**config.mk**
```make
export PLATFORM = sky130hd
export DESIGN_NAME = periodic_timer_table_flat
export DESIGN_NICKNAME = d
export VERILOG_FILES = /design/src/ptt_pkg.sv /design/src/ptt_req_if.sv /design/src/ptt_rsp_if.sv /design/src/periodic_timer_table.sv /design/src/ptt_ram.sv /design/src/ptt_ctrl.sv /design/src/ptt_out.sv /design/src/flat_wrapper.sv
export SDC_FILE = /design/constraint.sdc
export NUM_CORES = 2
export LEC_CHECK = 0
export ABC_AREA = 0
export BUFFER_PORTS_ARGS = -buffer_cell sky130_fd_sc_hd__buf_4
export CAP_MARGIN = 20
export CORE_UTILIZATION = 55
export DETAILED_ROUTE_END_ITERATION = 10
export HOLD_SLACK_MARGIN = 0.02
export PLACE_DENSITY_LB_ADDON = 0.3
export SYNTH_ARGS = -nofsm -noshare
export SYNTH_HDL_FRONTEND = slang
export SYNTH_HIERARCHICAL = 1
export SYNTH_SLANG_ARGS = --single-unit
```
**constraint.sdc**
```tcl
create_clock -name clock -period 10.39 [get_ports clock]
set_input_delay 0.5195 -clock clock [delete_from_list [all_inputs] [get_ports clock]]
set_output_delay 0.5195 -clock clock [all_outputs]
set_load 0.005 [all_outputs]
```
**src/ptt_pkg.sv**
```systemverilog
`default_nettype none

package ptt_pkg;

   localparam int NumTimers  = 16;
   localparam int SlotW      = $clog2(NumTimers);
   localparam int MaxResults = 16;
   localparam int CntW       = $clog2(MaxResults + 1);

   typedef logic [SlotW-1:0] slot_idx_type;
   typedef logic [CntW-1:0]  cnt_type;
   typedef logic [3:0]       slot_out_type;

   typedef enum logic [1:0] {
      REQ_TICK   = 2'd0,
      REQ_ADD    = 2'd1,
      REQ_REMOVE = 2'd2
   } req_code_type;

   typedef enum logic [1:0] {
      KIND_FIRE    = 2'd0,
      KIND_ADD_OK  = 2'd1,
      KIND_ADD_REJ = 2'd2
   } rsp_kind_type;

   typedef enum logic [1:0] {
      ST_IDLE,
      ST_SCAN
   } state_type;

   typedef struct packed {
      logic [15:0] countdown;
      logic [15:0] period;
      logic [15:0] remaining;
      logic [15:0] code;
      logic [31:0] target;
   } timer_rec_type;

   localparam int RecW = $bits(timer_rec_type);

   typedef struct packed {
      rsp_kind_type kind;
      slot_out_type slot_out;
      logic [15:0]  code_out;
      logic [31:0]  target_out;
      logic         last;
   } result_type;

   typedef struct packed {
      logic       valid;
      result_type res;
   } push_type;

   typedef struct packed {
      logic pend_valid;
      logic pend_last;
      logic out_free;
   } out_stat_type;

endpackage

`default_nettype wire

```
**src/ptt_req_if.sv**
```systemverilog
`default_nettype none

interface ptt_req_if;
   logic        valid;
   logic        ready;
   logic [1:0]  req_type;
   logic [3:0]  slot;
   logic [15:0] event_code;
   logic [31:0] target_id;
   logic [15:0] period_ticks;
   logic [15:0] repeat_count;

   modport source (
      output valid, req_type, slot, event_code, target_id, period_ticks, repeat_count,
      input  ready
   );
   modport sink (
      input  valid, req_type, slot, event_code, target_id, period_ticks, repeat_count,
      output ready
   );
endinterface

`default_nettype wire

```
**src/ptt_rsp_if.sv**
```systemverilog
`default_nettype none

interface ptt_rsp_if;
   logic        valid;
   logic        ready;
   logic [1:0]  kind;
   logic [3:0]  slot_out;
   logic [15:0] code_out;
   logic [31:0] target_out;
   logic        last;

   modport source (
      output valid, kind, slot_out, code_out, target_out, last,
      input  ready
   );
   modport sink (
      input  valid, kind, slot_out, code_out, target_out, last,
      output ready
   );
endinterface

`default_nettype wire

```
**src/periodic_timer_table.sv**
```systemverilog
// Periodic timer table with NUM_TIMERS slots (ptt_pkg::NumTimers, 16 here).
// req_ch carries one request word: tick, add timer or remove timer. rsp_ch
// returns result words: one per add (slot allocated, or rejected when the
// table is full or the period is zero), and one per timer that fires on a
// tick, in ascending slot order, with last set on the final word of the tick.
// Remove and a tick where nothing fires return no word.
// Timer records sit in one single-port-write, registered-read RAM; the slot
// valid bits are flip-flops. A tick walks the RAM one slot per cycle while
// the result path does not stall, read ahead by one slot, so the RAM walk
// sets the tick rate.
// Each fire word is held back until the next fire or the end of the walk so
// that last can be attached; a word passes through the held register and
// then the output register before it reaches rsp_ch.
// If rsp_ch stalls while a new fire is found, the walk holds on that slot
// and re-reads it until the output register frees. req_ch is taken only
// between walks and while the held word can move on.
// Reset clears all slots to free and empties the output; no RAM clear is
// needed since records are read only for valid slots.
`default_nettype none

module periodic_timer_table (
   input  wire logic clock,
   input  wire logic reset,
   ptt_req_if.sink   req_ch,
   ptt_rsp_if.source rsp_ch
);

   ptt_pkg::push_type            push;
   logic                         set_last;
   ptt_pkg::out_stat_type        stat;
   logic                         ram_we;
   ptt_pkg::slot_idx_type        ram_waddr;
   logic [ptt_pkg::RecW-1:0]     ram_wdata;
   ptt_pkg::slot_idx_type        ram_raddr;
   logic [ptt_pkg::RecW-1:0]     ram_rdata;

   ptt_ctrl u_ctrl (
      .clock     (clock),
      .reset     (reset),
      .req_ch    (req_ch),
      .push      (push),
      .set_last  (set_last),
      .stat      (stat),
      .ram_we    (ram_we),
      .ram_waddr (ram_waddr),
      .ram_wdata (ram_wdata),
      .ram_raddr (ram_raddr),
      .ram_rdata (ram_rdata)
   );

   ptt_ram #(
      .WIDTH (ptt_pkg::RecW),
      .DEPTH (ptt_pkg::NumTimers)
   ) u_ram (
      .clock   (clock),
      .wr_en   (ram_we),
      .wr_addr (ram_waddr),
      .wr_data (ram_wdata),
      .rd_addr (ram_raddr),
      .rd_data (ram_rdata)
   );

   ptt_out u_out (
      .clock    (clock),
      .reset    (reset),
      .push     (push),
      .set_last (set_last),
      .stat     (stat),
      .rsp_ch   (rsp_ch)
   );

endmodule

`default_nettype wire

```
**src/ptt_ram.sv**
```systemverilog
`default_nettype none

module ptt_ram #(
   parameter int WIDTH = 8,
   parameter int DEPTH = 16
) (
   input  wire logic                     clock,
   input  wire logic                     wr_en,
   input  wire logic [$clog2(DEPTH)-1:0] wr_addr,
   input  wire logic [WIDTH-1:0]         wr_data,
   input  wire logic [$clog2(DEPTH)-1:0] rd_addr,
   output logic      [WIDTH-1:0]         rd_data
);

   logic [WIDTH-1:0] mem [DEPTH];
   logic [WIDTH-1:0] rd_data_ff;

   always_ff @(posedge clock) begin
      if (wr_en) begin
         mem[wr_addr] <= wr_data;
      end
      rd_data_ff <= mem[rd_addr];
   end

   assign rd_data = rd_data_ff;

endmodule

`default_nettype wire

```
**src/ptt_ctrl.sv**
```systemverilog
`default_nettype none

module ptt_ctrl (
   input  wire logic                  clock,
   input  wire logic                  reset,
   ptt_req_if.sink                    req_ch,
   output ptt_pkg::push_type          push,
   output logic                       set_last,
   input  wire ptt_pkg::out_stat_type stat,
   output logic                       ram_we,
   output ptt_pkg::slot_idx_type      ram_waddr,
   output logic [ptt_pkg::RecW-1:0]   ram_wdata,
   output ptt_pkg::slot_idx_type      ram_raddr,
   input  wire logic [ptt_pkg::RecW-1:0] ram_rdata
);

   ptt_pkg::state_type               state_ff, state_in;
   ptt_pkg::slot_idx_type            idx_ff, idx_in;
   ptt_pkg::cnt_type                 fire_cnt_ff, fire_cnt_in;
   logic [ptt_pkg::NumTimers-1:0]    valid_ff, valid_in;

   ptt_pkg::timer_rec_type rec, wrec;
   ptt_pkg::slot_idx_type  free_idx;
   logic                   free_found;
   logic                   pend_avail;
   logic                   accept;
   logic [15:0]            cd_dec, rem_dec;
   logic                   fire, report, stall, done;

   assign rec = ptt_pkg::timer_rec_type'(ram_rdata);

   // lowest free slot
   always_comb begin
      free_idx   = '0;
      free_found = 1'b0;
      for (int i = ptt_pkg::NumTimers - 1; i >= 0; i--) begin
         if (!valid_ff[i]) begin
            free_idx   = ptt_pkg::slot_idx_type'(i);
            free_found = 1'b1;
         end
      end
   end

   assign pend_avail   = !stat.pend_valid || (stat.pend_last && stat.out_free);
   assign req_ch.ready = (state_ff == ptt_pkg::ST_IDLE) && pend_avail;
   assign accept       = req_ch.valid && req_ch.ready;

   assign cd_dec  = rec.countdown - 16'd1;
   assign rem_dec = rec.remaining - 16'd1;
   assign fire    = valid_ff[idx_ff] && (rec.remaining != 16'd0) && (cd_dec == 16'd0);
   assign report  = (state_ff == ptt_pkg::ST_SCAN) && fire
                    && (fire_cnt_ff < ptt_pkg::cnt_type'(ptt_pkg::MaxResults));
   assign stall   = report && stat.pend_valid && !stat.out_free;
   assign done    = (idx_ff == ptt_pkg::slot_idx_type'(ptt_pkg::NumTimers - 1));

   always_ff @(posedge clock) begin
      if (reset) begin
         state_ff    <= ptt_pkg::ST_IDLE;
         valid_ff    <= '0;
         idx_ff      <= '0;
         fire_cnt_ff <= '0;
      end else begin
         state_ff    <= state_in;
         valid_ff    <= valid_in;
         idx_ff      <= idx_in;
         fire_cnt_ff <= fire_cnt_in;
      end
   end

   always_comb begin
      state_in    = state_ff;
      valid_in    = valid_ff;
      idx_in      = idx_ff;
      fire_cnt_in = fire_cnt_ff;
      push        = '0;
      set_last    = 1'b0;
      ram_we      = 1'b0;
      ram_waddr   = idx_ff;
      wrec        = rec;
      ram_raddr   = '0;

      unique case (state_ff)
         ptt_pkg::ST_IDLE: begin
            if (accept) begin
               case (ptt_pkg::req_code_type'(req_ch.req_type))
                  ptt_pkg::REQ_TICK: begin
                     state_in    = ptt_pkg::ST_SCAN;
                     idx_in      = '0;
                     fire_cnt_in = '0;
                  end
                  ptt_pkg::REQ_ADD: begin
                     push.valid    = 1'b1;
                     push.res.last = 1'b1;
                     if (free_found && (req_ch.period_ticks != 16'd0)) begin
                        push.res.kind     = ptt_pkg::KIND_ADD_OK;
                        push.res.slot_out = ptt_pkg::slot_out_type'(free_idx);
                        valid_in[free_idx] = 1'b1;
                        ram_we           = 1'b1;
                        ram_waddr        = free_idx;
                        wrec.countdown   = req_ch.period_ticks;
                        wrec.period      = req_ch.period_ticks;
                        wrec.remaining   = req_ch.repeat_count;
                        wrec.code        = req_ch.event_code;
                        wrec.target      = req_ch.target_id;
                     end else begin
                        push.res.kind = ptt_pkg::KIND_ADD_REJ;
                     end
                  end
                  ptt_pkg::REQ_REMOVE: begin
                     if (int'(req_ch.slot) < ptt_pkg::NumTimers) begin
                        valid_in[ptt_pkg::slot_idx_type'(req_ch.slot)] = 1'b0;
                     end
                  end
                  default: ;
               endcase
            end
         end
         ptt_pkg::ST_SCAN: begin
            // re-read the same slot while the result path is blocked
            ram_raddr = stall ? idx_ff : ptt_pkg::slot_idx_type'(idx_ff + 1'b1);
            if (!stall) begin
               if (valid_ff[idx_ff]) begin
                  if (rec.remaining == 16'd0) begin
                     valid_in[idx_ff] = 1'b0;
                  end else if (cd_dec != 16'd0) begin
                     ram_we         = 1'b1;
                     wrec.countdown = cd_dec;
                  end else begin
                     ram_we         = 1'b1;
                     wrec.countdown = rec.period;
                     wrec.remaining = rem_dec;
                     if (rem_dec == 16'd0) begin
                        valid_in[idx_ff] = 1'b0;
                     end
                  end
               end
               if (report) begin
                  push.valid          = 1'b1;
                  push.res.kind       = ptt_pkg::KIND_FIRE;
                  push.res.slot_out   = ptt_pkg::slot_out_type'(idx_ff);
                  push.res.code_out   = rec.code;
                  push.res.target_out = rec.target;
                  push.res.last       = done;
                  fire_cnt_in         = ptt_pkg::cnt_type'(fire_cnt_ff + 1'b1);
               end
               if (done) begin
                  state_in = ptt_pkg::ST_IDLE;
                  set_last = !report;
               end else begin
                  idx_in = ptt_pkg::slot_idx_type'(idx_ff + 1'b1);
               end
            end
         end
         default: begin
            state_in = ptt_pkg::ST_IDLE;
         end
      endcase
   end

   assign ram_wdata = wrec;

   assert property (@(posedge clock) disable iff (reset)
      stall |-> (!ram_we && !push.valid))
      else $error("write or push issued during a result stall");

   assert property (@(posedge clock) disable iff (reset)
      push.valid |-> (!stat.pend_valid || stat.out_free))
      else $error("pushed result would overwrite a held word");

   assert property (@(posedge clock) disable iff (reset)
      (state_ff == ptt_pkg::ST_SCAN && state_in == ptt_pkg::ST_IDLE) |-> done)
      else $error("scan ended before the last slot");

   assert property (@(posedge clock) disable iff (reset)
      (state_ff == ptt_pkg::ST_SCAN && stall) |=> (idx_ff == $past(idx_ff)))
      else $error("scan index moved during a stall");

endmodule

`default_nettype wire

```
**src/ptt_out.sv**
```systemverilog
`default_nettype none

module ptt_out (
   input  wire logic               clock,
   input  wire logic               reset,
   input  wire ptt_pkg::push_type  push,
   input  wire logic               set_last,
   output ptt_pkg::out_stat_type   stat,
   ptt_rsp_if.source               rsp_ch
);

   ptt_pkg::result_type pend_ff, pend_in;
   logic                pend_valid_ff, pend_valid_in;
   ptt_pkg::result_type out_ff, out_in;
   logic                out_valid_ff, out_valid_in;
   logic                out_free;
   logic                move;

   assign out_free = !out_valid_ff || rsp_ch.ready;
   // a held fire leaves only once the next one arrives or it is marked last
   assign move     = pend_valid_ff && out_free && (pend_ff.last || push.valid);

   always_comb begin
      pend_in       = pend_ff;
      pend_valid_in = pend_valid_ff;
      out_in        = out_ff;
      out_valid_in  = out_valid_ff;
      if (move) begin
         out_in       = pend_ff;
         out_valid_in = 1'b1;
      end else if (rsp_ch.ready) begin
         out_valid_in = 1'b0;
      end
      if (push.valid) begin
         pend_in       = push.res;
         pend_valid_in = 1'b1;
      end else if (move) begin
         pend_valid_in = 1'b0;
      end
      if (set_last) begin
         pend_in.last = 1'b1;
      end
   end

   always_ff @(posedge clock) begin
      if (reset) begin
         pend_valid_ff <= 1'b0;
         out_valid_ff  <= 1'b0;
      end else begin
         pend_valid_ff <= pend_valid_in;
         out_valid_ff  <= out_valid_in;
      end
      pend_ff <= pend_in;
      out_ff  <= out_in;
   end

   assign stat.pend_valid = pend_valid_ff;
   assign stat.pend_last  = pend_ff.last;
   assign stat.out_free   = out_free;

   assign rsp_ch.valid      = out_valid_ff;
   assign rsp_ch.kind       = out_ff.kind;
   assign rsp_ch.slot_out   = out_ff.slot_out;
   assign rsp_ch.code_out   = out_ff.code_out;
   assign rsp_ch.target_out = out_ff.target_out;
   assign rsp_ch.last       = out_ff.last;

   assert property (@(posedge clock) disable iff (reset)
      (out_valid_ff && !rsp_ch.ready) |=> ($stable(out_ff) && out_valid_ff))
      else $error("stalled output word changed");

   assert property (@(posedge clock) disable iff (reset)
      (push.valid && pend_valid_ff) |-> move)
      else $error("held word dropped by a new push");

   assert property (@(posedge clock) disable iff (reset)
      set_last |-> !push.valid)
      else $error("last marker raised together with a push");

endmodule

`default_nettype wire
```
**src/flat_wrapper.sv**
```systemverilog
// flat-port wrapper written by rule: the top's interface ports become plain ports
module periodic_timer_table_flat 
  (clock, reset, req_ch_valid, req_ch_req_type, req_ch_slot, req_ch_event_code, req_ch_target_id, req_ch_period_ticks, req_ch_repeat_count, req_ch_ready, rsp_ch_valid, rsp_ch_kind, rsp_ch_slot_out, rsp_ch_code_out, rsp_ch_target_out, rsp_ch_last, rsp_ch_ready);
  ptt_req_if req_ch_i ();
  ptt_rsp_if rsp_ch_i ();
  input  wire logic clock;
  input  wire logic reset;
  input wire logic [$bits(req_ch_i.valid)-1:0] req_ch_valid;
  input wire logic [$bits(req_ch_i.req_type)-1:0] req_ch_req_type;
  input wire logic [$bits(req_ch_i.slot)-1:0] req_ch_slot;
  input wire logic [$bits(req_ch_i.event_code)-1:0] req_ch_event_code;
  input wire logic [$bits(req_ch_i.target_id)-1:0] req_ch_target_id;
  input wire logic [$bits(req_ch_i.period_ticks)-1:0] req_ch_period_ticks;
  input wire logic [$bits(req_ch_i.repeat_count)-1:0] req_ch_repeat_count;
  output wire logic [$bits(req_ch_i.ready)-1:0] req_ch_ready;
  output wire logic [$bits(rsp_ch_i.valid)-1:0] rsp_ch_valid;
  output wire logic [$bits(rsp_ch_i.kind)-1:0] rsp_ch_kind;
  output wire logic [$bits(rsp_ch_i.slot_out)-1:0] rsp_ch_slot_out;
  output wire logic [$bits(rsp_ch_i.code_out)-1:0] rsp_ch_code_out;
  output wire logic [$bits(rsp_ch_i.target_out)-1:0] rsp_ch_target_out;
  output wire logic [$bits(rsp_ch_i.last)-1:0] rsp_ch_last;
  input wire logic [$bits(rsp_ch_i.ready)-1:0] rsp_ch_ready;
  assign req_ch_i.valid = req_ch_valid;
  assign req_ch_i.req_type = req_ch_req_type;
  assign req_ch_i.slot = req_ch_slot;
  assign req_ch_i.event_code = req_ch_event_code;
  assign req_ch_i.target_id = req_ch_target_id;
  assign req_ch_i.period_ticks = req_ch_period_ticks;
  assign req_ch_i.repeat_count = req_ch_repeat_count;
  assign req_ch_ready = req_ch_i.ready;
  assign rsp_ch_valid = rsp_ch_i.valid;
  assign rsp_ch_kind = rsp_ch_i.kind;
  assign rsp_ch_slot_out = rsp_ch_i.slot_out;
  assign rsp_ch_code_out = rsp_ch_i.code_out;
  assign rsp_ch_target_out = rsp_ch_i.target_out;
  assign rsp_ch_last = rsp_ch_i.last;
  assign rsp_ch_i.ready = rsp_ch_ready;
  periodic_timer_table u_core (.clock(clock), .reset(reset), .req_ch(req_ch_i), .rsp_ch(rsp_ch_i));
endmodule
```
# Word-level counts from Yosys, hierarchy flattened

Memories as Yosys holds them, arrays and structs flattened. A register that Yosys moved wholly into a read port is not among the register bits.
Cells that the tools add are included.

$add $sub $neg: 4
$mul: 0
Divide/modulo/power cells: 0
Magnitude comparators: 7
Eq/ne operators: 15
Shift operators: 0
Multiplexer cells: 111
Bitwise operators: 7
Reductions and logical operators: 38

Operators by type and width:

| kind                                                                                | number |
|---|---|
| 96-bit two-way mux                                                                  | 3 |
| 16-bit two-way mux                                                                  | 16 |
| 16-bit case mux with 2 select lines                                                 | 4 |
| 56-bit two-way mux                                                                  | 2 |
| 4-bit two-way mux                                                                   | 27 |
| 16-bit logical NOT                                                                  | 3 |
| 48-bit two-way mux                                                                  | 1 |
| 16-bit nonzero test                                                                 | 3 |
| 1-bit two-way mux                                                                   | 37 |
| 16-bit AND                                                                          | 2 |
| 16-bit NOT                                                                          | 2 |
| 16-bit by 1-bit subtractor with 16-bit output, second input constant                | 2 |
| 5-bit two-way mux                                                                   | 4 |
| 16-bit OR                                                                           | 1 |
| 1-bit logical AND                                                                   | 15 |
| 4-bit by 5-bit < comparator with 1-bit output, second input constant                | 3 |
| 7-bit two-way mux                                                                   | 2 |
| 7-bit case mux with 2 select lines                                                  | 1 |
| 1-bit demux with 4-bit select                                                       | 3 |
| 4-bit by 1-bit greater-or-equal comparator with 1-bit output, second input constant | 3 |
| 2-bit two-way mux                                                                   | 5 |
| 2-bit inequality test, second input constant                                        | 5 |
| 5-bit case mux with 2 select lines                                                  | 1 |
| 5-bit AND reduction                                                                 | 2 |
| 21 further kinds                                                                    | 35 |

Register bits: 139
Bits in latches: 0
Bits in writable memories: 1536
Bits in read-only memories: 0
Bits of input ports: 90
Output and inout bits: 57
Logic and storage cells: 199
Memories kept: 1

Memory list:

| name             | depth | width | read ports | clocked after Yosys merged registers in | write ports | line          | source |
|---|---|---|---|---|---|---|---|
| u_core.u_ram.mem | 16    | 96    | 1          | 1                                       | 1           | ptt_ram.sv:15 | `logic [WIDTH-1:0] mem [DEPTH];` |

# Depth between registers and ports, before layout

Depth in word-level cells: 25
Gate-level depth with buffers: 18
Mapped depth without buffers: 12

# Modules after synthesis

Netlist, hierarchy kept.

Modules (own cells, without submodules):

| module   | times used | cells each | area each (um^2) |
|---|---|---|---|
| ptt_ram  | 1          | 2460       | 59358.2 |
| ptt_ctrl | 1          | 850        | 5147.4 |
| ptt_out  | 1          | 123        | 3417.0 |

# Least setup slack after synthesis

OpenSTA, ideal clock, no wires.

Kind: flip-flop to flip-flop
From: reg u_core.u_ram.rd_data_ff[57] (netlist: u_core/u_ram/rd_data[57]) (read register of u_core.u_ram.mem)
To: mem u_core/u_ram/mem[0][0] in the netlist's numbering, enable pin
Library setup time: 0.668 ns
Data arrival time: 9.582 ns
Path slack: 0.140 ns
Cell stages (with the launch flop): 13
Cell sequence: dfxtp_1 > clkbuf_1 > or3_1 > buf_2 > or2_2 > o41ai_1 > nor3_1 > nand4_1 > nand2b_1 > buf_4 > o21ai_0 > or3b_2 > nor3_1

Longest elaborated chain between the ends: 11
Elaborated cells between the ends (all ways): 14
Classes of those cells: mux: 6; reduce/logical: 8

RTL lines:

| what                                      | line                       | source |
|---|---|---|
| start: declaration                        | ptt_ram.sv:16              | `logic [WIDTH-1:0] rd_data_ff;` |
| 16-bit nonzero test                       | ptt_ctrl.sv:50             | `assign fire = valid_ff[idx_ff] && (rec.remaining != 16'd0) && (cd_dec == 16'd0);` |
| 1-bit logical AND (2 in series)           | ptt_ctrl.sv:50             |  |
| 1-bit logical AND                         | ptt_ctrl.sv:51             | `assign report = (state_ff == ptt_pkg::ST_SCAN) && fire` |
| 1-bit logical AND                         | ptt_ctrl.sv:52             | `&& (fire_cnt_ff < ptt_pkg::cnt_type'(ptt_pkg::MaxResults));` |
| 1-bit logical AND (2 in series)           | ptt_ctrl.sv:53             | `assign stall = report && stat.pend_valid && !stat.out_free;` |
| 1-bit two-way mux *                       | ptt_ctrl.sv:121            | `if (!stall) begin` |
| 1-bit case mux with 2 select lines *      | ptt_ctrl.sv:82             | `unique case (state_ff)` |
| via u_core.ram_we                         | periodic_timer_table.sv:31 | `logic ram_we;` |
| 1-bit two-way mux *                       | ptt_ram.sv:19              | `if (wr_en) begin` |
| 1-bit two-way mux (implied by the code) * | ptt_ram.sv:20              | `mem[wr_addr] <= wr_data;` |
| end: declaration                          | ptt_ram.sv:15              |  |

The timed path passes the listed nets; every way through them passes the cells marked *.

# Worst setup path after layout

From: reg u_core.u_ram.rd_data_ff[80] (netlist: u_core/u_ram/rd_data[80]) (read register of u_core.u_ram.mem)
To: reg u_core.u_ram.rd_data_ff[51] (netlist: u_core/u_ram/rd_data[51]) (read register of u_core.u_ram.mem)

Longest elaborated chain between the ends: 9

RTL lines:

| what                                          | line                       | source |
|---|---|---|
| 16-bit by 1-bit subtractor with 16-bit output | ptt_ctrl.sv:48             | `assign cd_dec = rec.countdown - 16'd1;` |
| 16-bit logical NOT                            | ptt_ctrl.sv:50             |  |
| 1-bit logical AND                             | ptt_ctrl.sv:50             |  |
| 1-bit logical AND                             | ptt_ctrl.sv:51             |  |
| 1-bit logical AND                             | ptt_ctrl.sv:52             |  |
| 1-bit logical AND (2 in series)               | ptt_ctrl.sv:53             |  |
| 4-bit two-way mux                             | ptt_ctrl.sv:120            | `ram_raddr = stall ? idx_ff : ptt_pkg::slot_idx_type'(idx_ff + 1'b1);` |
| 4-bit two-way mux                             | ptt_ctrl.sv:82             |  |
| via u_core.ram_raddr[0]                       | periodic_timer_table.sv:34 | `ptt_pkg::slot_idx_type ram_raddr;` |

The timed path passes the listed nets, and every way through them passes these cells.
A chain may end at the register's enable or synchronous reset.

==> metrics.md <==
| Metric | Value |
|---|---|
| Measured slew at the worst slew-check pin | `1.20 ns` |
| Total power | `14.6 mW` |
| Slew Viols, Final | `0` |
| PortBufs | `146` |
| CORE AREA | `122000 um2` |
| Initial antenna violation count | `3` |
| Worst IR Drop VDD | `0.000131 V` |
| CP arrival | `7.30 ns` |
| Gpl congestion | `0.873` |
| Reg2reg end | `u_core/u_ram/rd_data[51]` |
| P per Cell Area | `191 nW/um2` |
| HP Class | `input port to flip-flop` |
| Final setup fails | `0` |
| Final core occ | `62.6%` |
| Global route overflow | `0` |
| WL final | `158000 um` |
| CP Class | `flip-flop to flip-flop` |
| Drt initial violations | `4121` |
| DR WL/cell | `29.1 um` |
| YS warnings | `6` |
| Outcome | `complete, no violations` |
| Unrepaired setup endpoints after global routing | `no` |
| Period minus WS final | `6.64 ns` |
| Num ports | `147` |
| Switching power | `3.06 mW` |
| Clk pin slew, worst setup/hold paths | `0.06 ns` |
| CTS HTree Levels | `4` |
| Reg power frac | `54.6%` |
| Most used DFF post-synth | `edfxtp_1` |
| Clk_skew | `0.0286 ns` |
| Largest area contributor in the netlist | `edfxtp_1` |
| Mux cell area share after synthesis | `13.0%` |
| Layout fillers | `8218` |
| Die width | `353 um` |
| Clock Power Share | `41.2%` |
| Yosys top cell area share | `72.7%` |
| Largest net degree at the start of global routing | `164` |
| Resized Gates After CTS | `0` |
| Yosys cell types | `75` |
| Cells on worst reg2reg path | `13` |
| Initial core utilization | `55.6%` |
| Area growth, synth to finish | `12.7%` |
| FF-to-FF Start | `u_core/u_ram/rd_data[80]` |
| Area of the multi-input gates | `15100 um2` |
| Worst Path Required | `11.05 ns` |
| Post-synth EDFFs | `1645` |
| Mapped Cells | `3433` |
| Setup crit end kind | `flip-flop` |
| Via Count | `34700` |
| Flops & latches, synth | `1770` |
| Dpl ws | `3.83 ns` |
| First-pass GRT wire length | `233000 um` |
| TritonCTS clock tree | `done` |
| Type of origin of the critical path | `flip-flop` |
| FFs w/ async S/R, synth | `0%` |
| Die span in y | `353 um` |
| Seq. cell area | `51900 um2` |
| Clk sink count | `1770` |
| Syn nets | `3532` |
| Hold Fails Final Rpt | `0` |
| Share of cells above drive strength 1 | `24.5%` |
| Longest Clk Path Bufs | `3` |
| Remaining antenna violation count | `0` |
| Fin Setup TNS | `0 ns` |
| Syn_area_per_cell | `19.8 um2` |
| Post-Synth Simple-Gate Area | `4.16%` |
| Post-synthesis xor/xnor area fraction | `0.206%` |
| Post-Syn Area | `67900 um2` |
| Row cnt | `128` |
| Clock latency on the worst-skew pair | `0.80 ns` |
| Vias in the first global route | `35300` |
| Combinational Power Share | `4.2%` |
| CTS root buf | `clkbuf_16` |
| Worst setup margin | `3.75 ns` |
| Synth top area cells | `edfxtp_1, mux4_2, dfxtp_1` |
| DP HPWL | `81100 um` |
| Total internal power | `11.6 mW` |
| Drc violations | `0` |
| Synth Area in Adders | `0.166%` |
| Worst-path fanout max | `120` |
| Fmax | `0.151 GHz` |
| Critical Path End | `u_core/u_ram/rd_data[51]` |
| Total Routing Usage GR | `25.5%` |
| Routed vias/inst | `6.41` |
| Max Cap Violations | `0` |
| Max-slew headroom | `19.8%` |
| Num CTS Buffers | `173` |
| Sw frac | `20.9%` |
| Pleak | `24.2 nW` |
| R2r setup slk | `3.75 ns` |
| Compound-cell area share of the yosys netlist | `4.43%` |
| Die ar. | `125000 um2` |
| Tcrit/Tclk final | `63.9%` |
| DR pass1 iterations | `6` |
| Nets | `3743` |
| Sequential fraction of the synthesis area | `76.4%` |
| Crit. Startpoint | `u_core/u_ram/rd_data[80]` |
| Largest family of logic cells by synthesized area | `multiplexers` |
[synth_stat cells, drive strengths merged, types with 4 or more instances]
cell type	n
o31ai	18
or3	11
xor2	5
ha	9
a21boi	6
nand3	17
o221ai	5
o21ai	58
xnor2	11
clkbuf	91
a211oi	15
nand4	10
mux2i	7
a21o	10
or2	10
nor4	19
inv	18
nand2	341
o41ai	5
edfxtp	1645
o31a	9
a21oi	26
mux4	388
a221oi	5
or4	8
nor3	23
nand2b	17
a31oi	9
a211o	4
a22oi	215
nand3b	6
o211ai	6
nor2b	11
nor2	60
nand4b	4
and2	52
a31o	4
a22o	5
buf	108
dfxtp	125
[routing by layer]
metal  routed length (um)  global-route usage, %
met5                    0                      0
met4                 3640                   7.73
met3                12700                   4.21
met2                76800                   40.8
met1                64700                   36.7
[cells by family after synthesis]
group	count (synthesis)
DFF	1770
buffers and inverters	220
muxes	396
adders and majority gates	9
xor gates and xnor gates	16
and+or+nand+nor	603
AOI/OAI and AO/OA	419
[state kept, by name, summed over array words and instances, names as in the netlist, 2 cells and up]
signal	cells
u_core/u_ram/rd_data	96
u_core/u_ctrl/fire_cnt_ff	5
u_core/u_out/rsp_ch.kind	2
u_core/u_ctrl/valid_ff	16
u_core/u_ram/mem	1536
u_core/u_out/rsp_ch.slot_out	4
u_core/u_out/pend_ff	54
u_core/u_ctrl/idx_ff	4
u_core/u_out/rsp_ch.code_out	16
u_core/u_out/rsp_ch.target_out	32
[layout by cell type (no fill, tap or decap), drive strengths merged, types with 58 or more instances in the layout]
master	netlist	final
clkbuf	91	234
mux4	388	388
buf	108	232
a22oi	215	215
dfxtp	125	125
edfxtp	1645	1645
o21ai	58	58
nand2	341	341
nor2	60	60
clkinv	3	66
[metrics by stage]
step	hold WS (ns)	instances	cell area [um2]
finish	0.114	5421	76500
global route	0.100	5417	76500
floorplan	0.400	3433	67900
CTS	0.0498	5407	76400
global placement	0.402	5084	70900
detailed placement	0.405	5084	70900
[area by class of cell]
cell class	count	area share, %
antenna	5	0.0163
tap	1625	2.66
inverter	21	0.106
multi-input combinational	1443	19.8
clock inverter	90	1.03
timing repair buffer	235	2.52
sequential	1770	67.8
clock buffer	232	6.12
[repair_timing]
action                                  in CTS  in global routing
hold buffers                                 1                  0
endpoints found under the setup margin       0                  0
endpoints found under the hold margin        2                  0
setup buffers                                0                  0
[worst max-delay path, stage by stage (launching register included)]
cell	delay [ns]
dfxtp_1	0.37
inv_1	0.11
ha_1	0.23
or4b_1	0.62
nor3b_1	0.24
o21ai_0	0.13
a211oi_1	0.76
nor4bb_4	1.05
xnor2_1	0.22
nor2_4	0.79
buf_12	0.64
mux4_2	0.62
a22oi_1	0.20
nand2_1	0.14
[how the worst min path moves through the flow]
stage                                         from                                  to  slack (ns)  cells past startpoint
after floorplan           u_core/u_out/pend_ff[33]     u_core/u_out/rsp_ch.code_out[0]        0.40                      0
after global placement    u_core/u_out/pend_ff[29]  u_core/u_out/rsp_ch.target_out[28]        0.40                      0
after detailed placement  u_core/u_out/pend_ff[27]  u_core/u_out/rsp_ch.target_out[26]        0.40                      0
after CTS                                    reset           u_core/u_ctrl/state_ff[0]        0.05                      2
after global routing       req_ch_period_ticks[12]             u_core/u_ram/mem[7][92]         0.1                      3
final                      req_ch_period_ticks[12]             u_core/u_ram/mem[7][92]        0.11                      3
[power by group through the flow]
stage	clock network, mW	logic, mW	registers, mW
3_5_place_dp	0	0.609	8.14
5_1_grt	6.38	0.666	7.99
4_1_cts	6.13	0.611	7.99
2_1_floorplan	0	0.413	8.12
6_report	6.03	0.615	7.99
3_3_place_gp	0	0.593	8.14
Note: power is estimated with default switching activity, not from simulation.
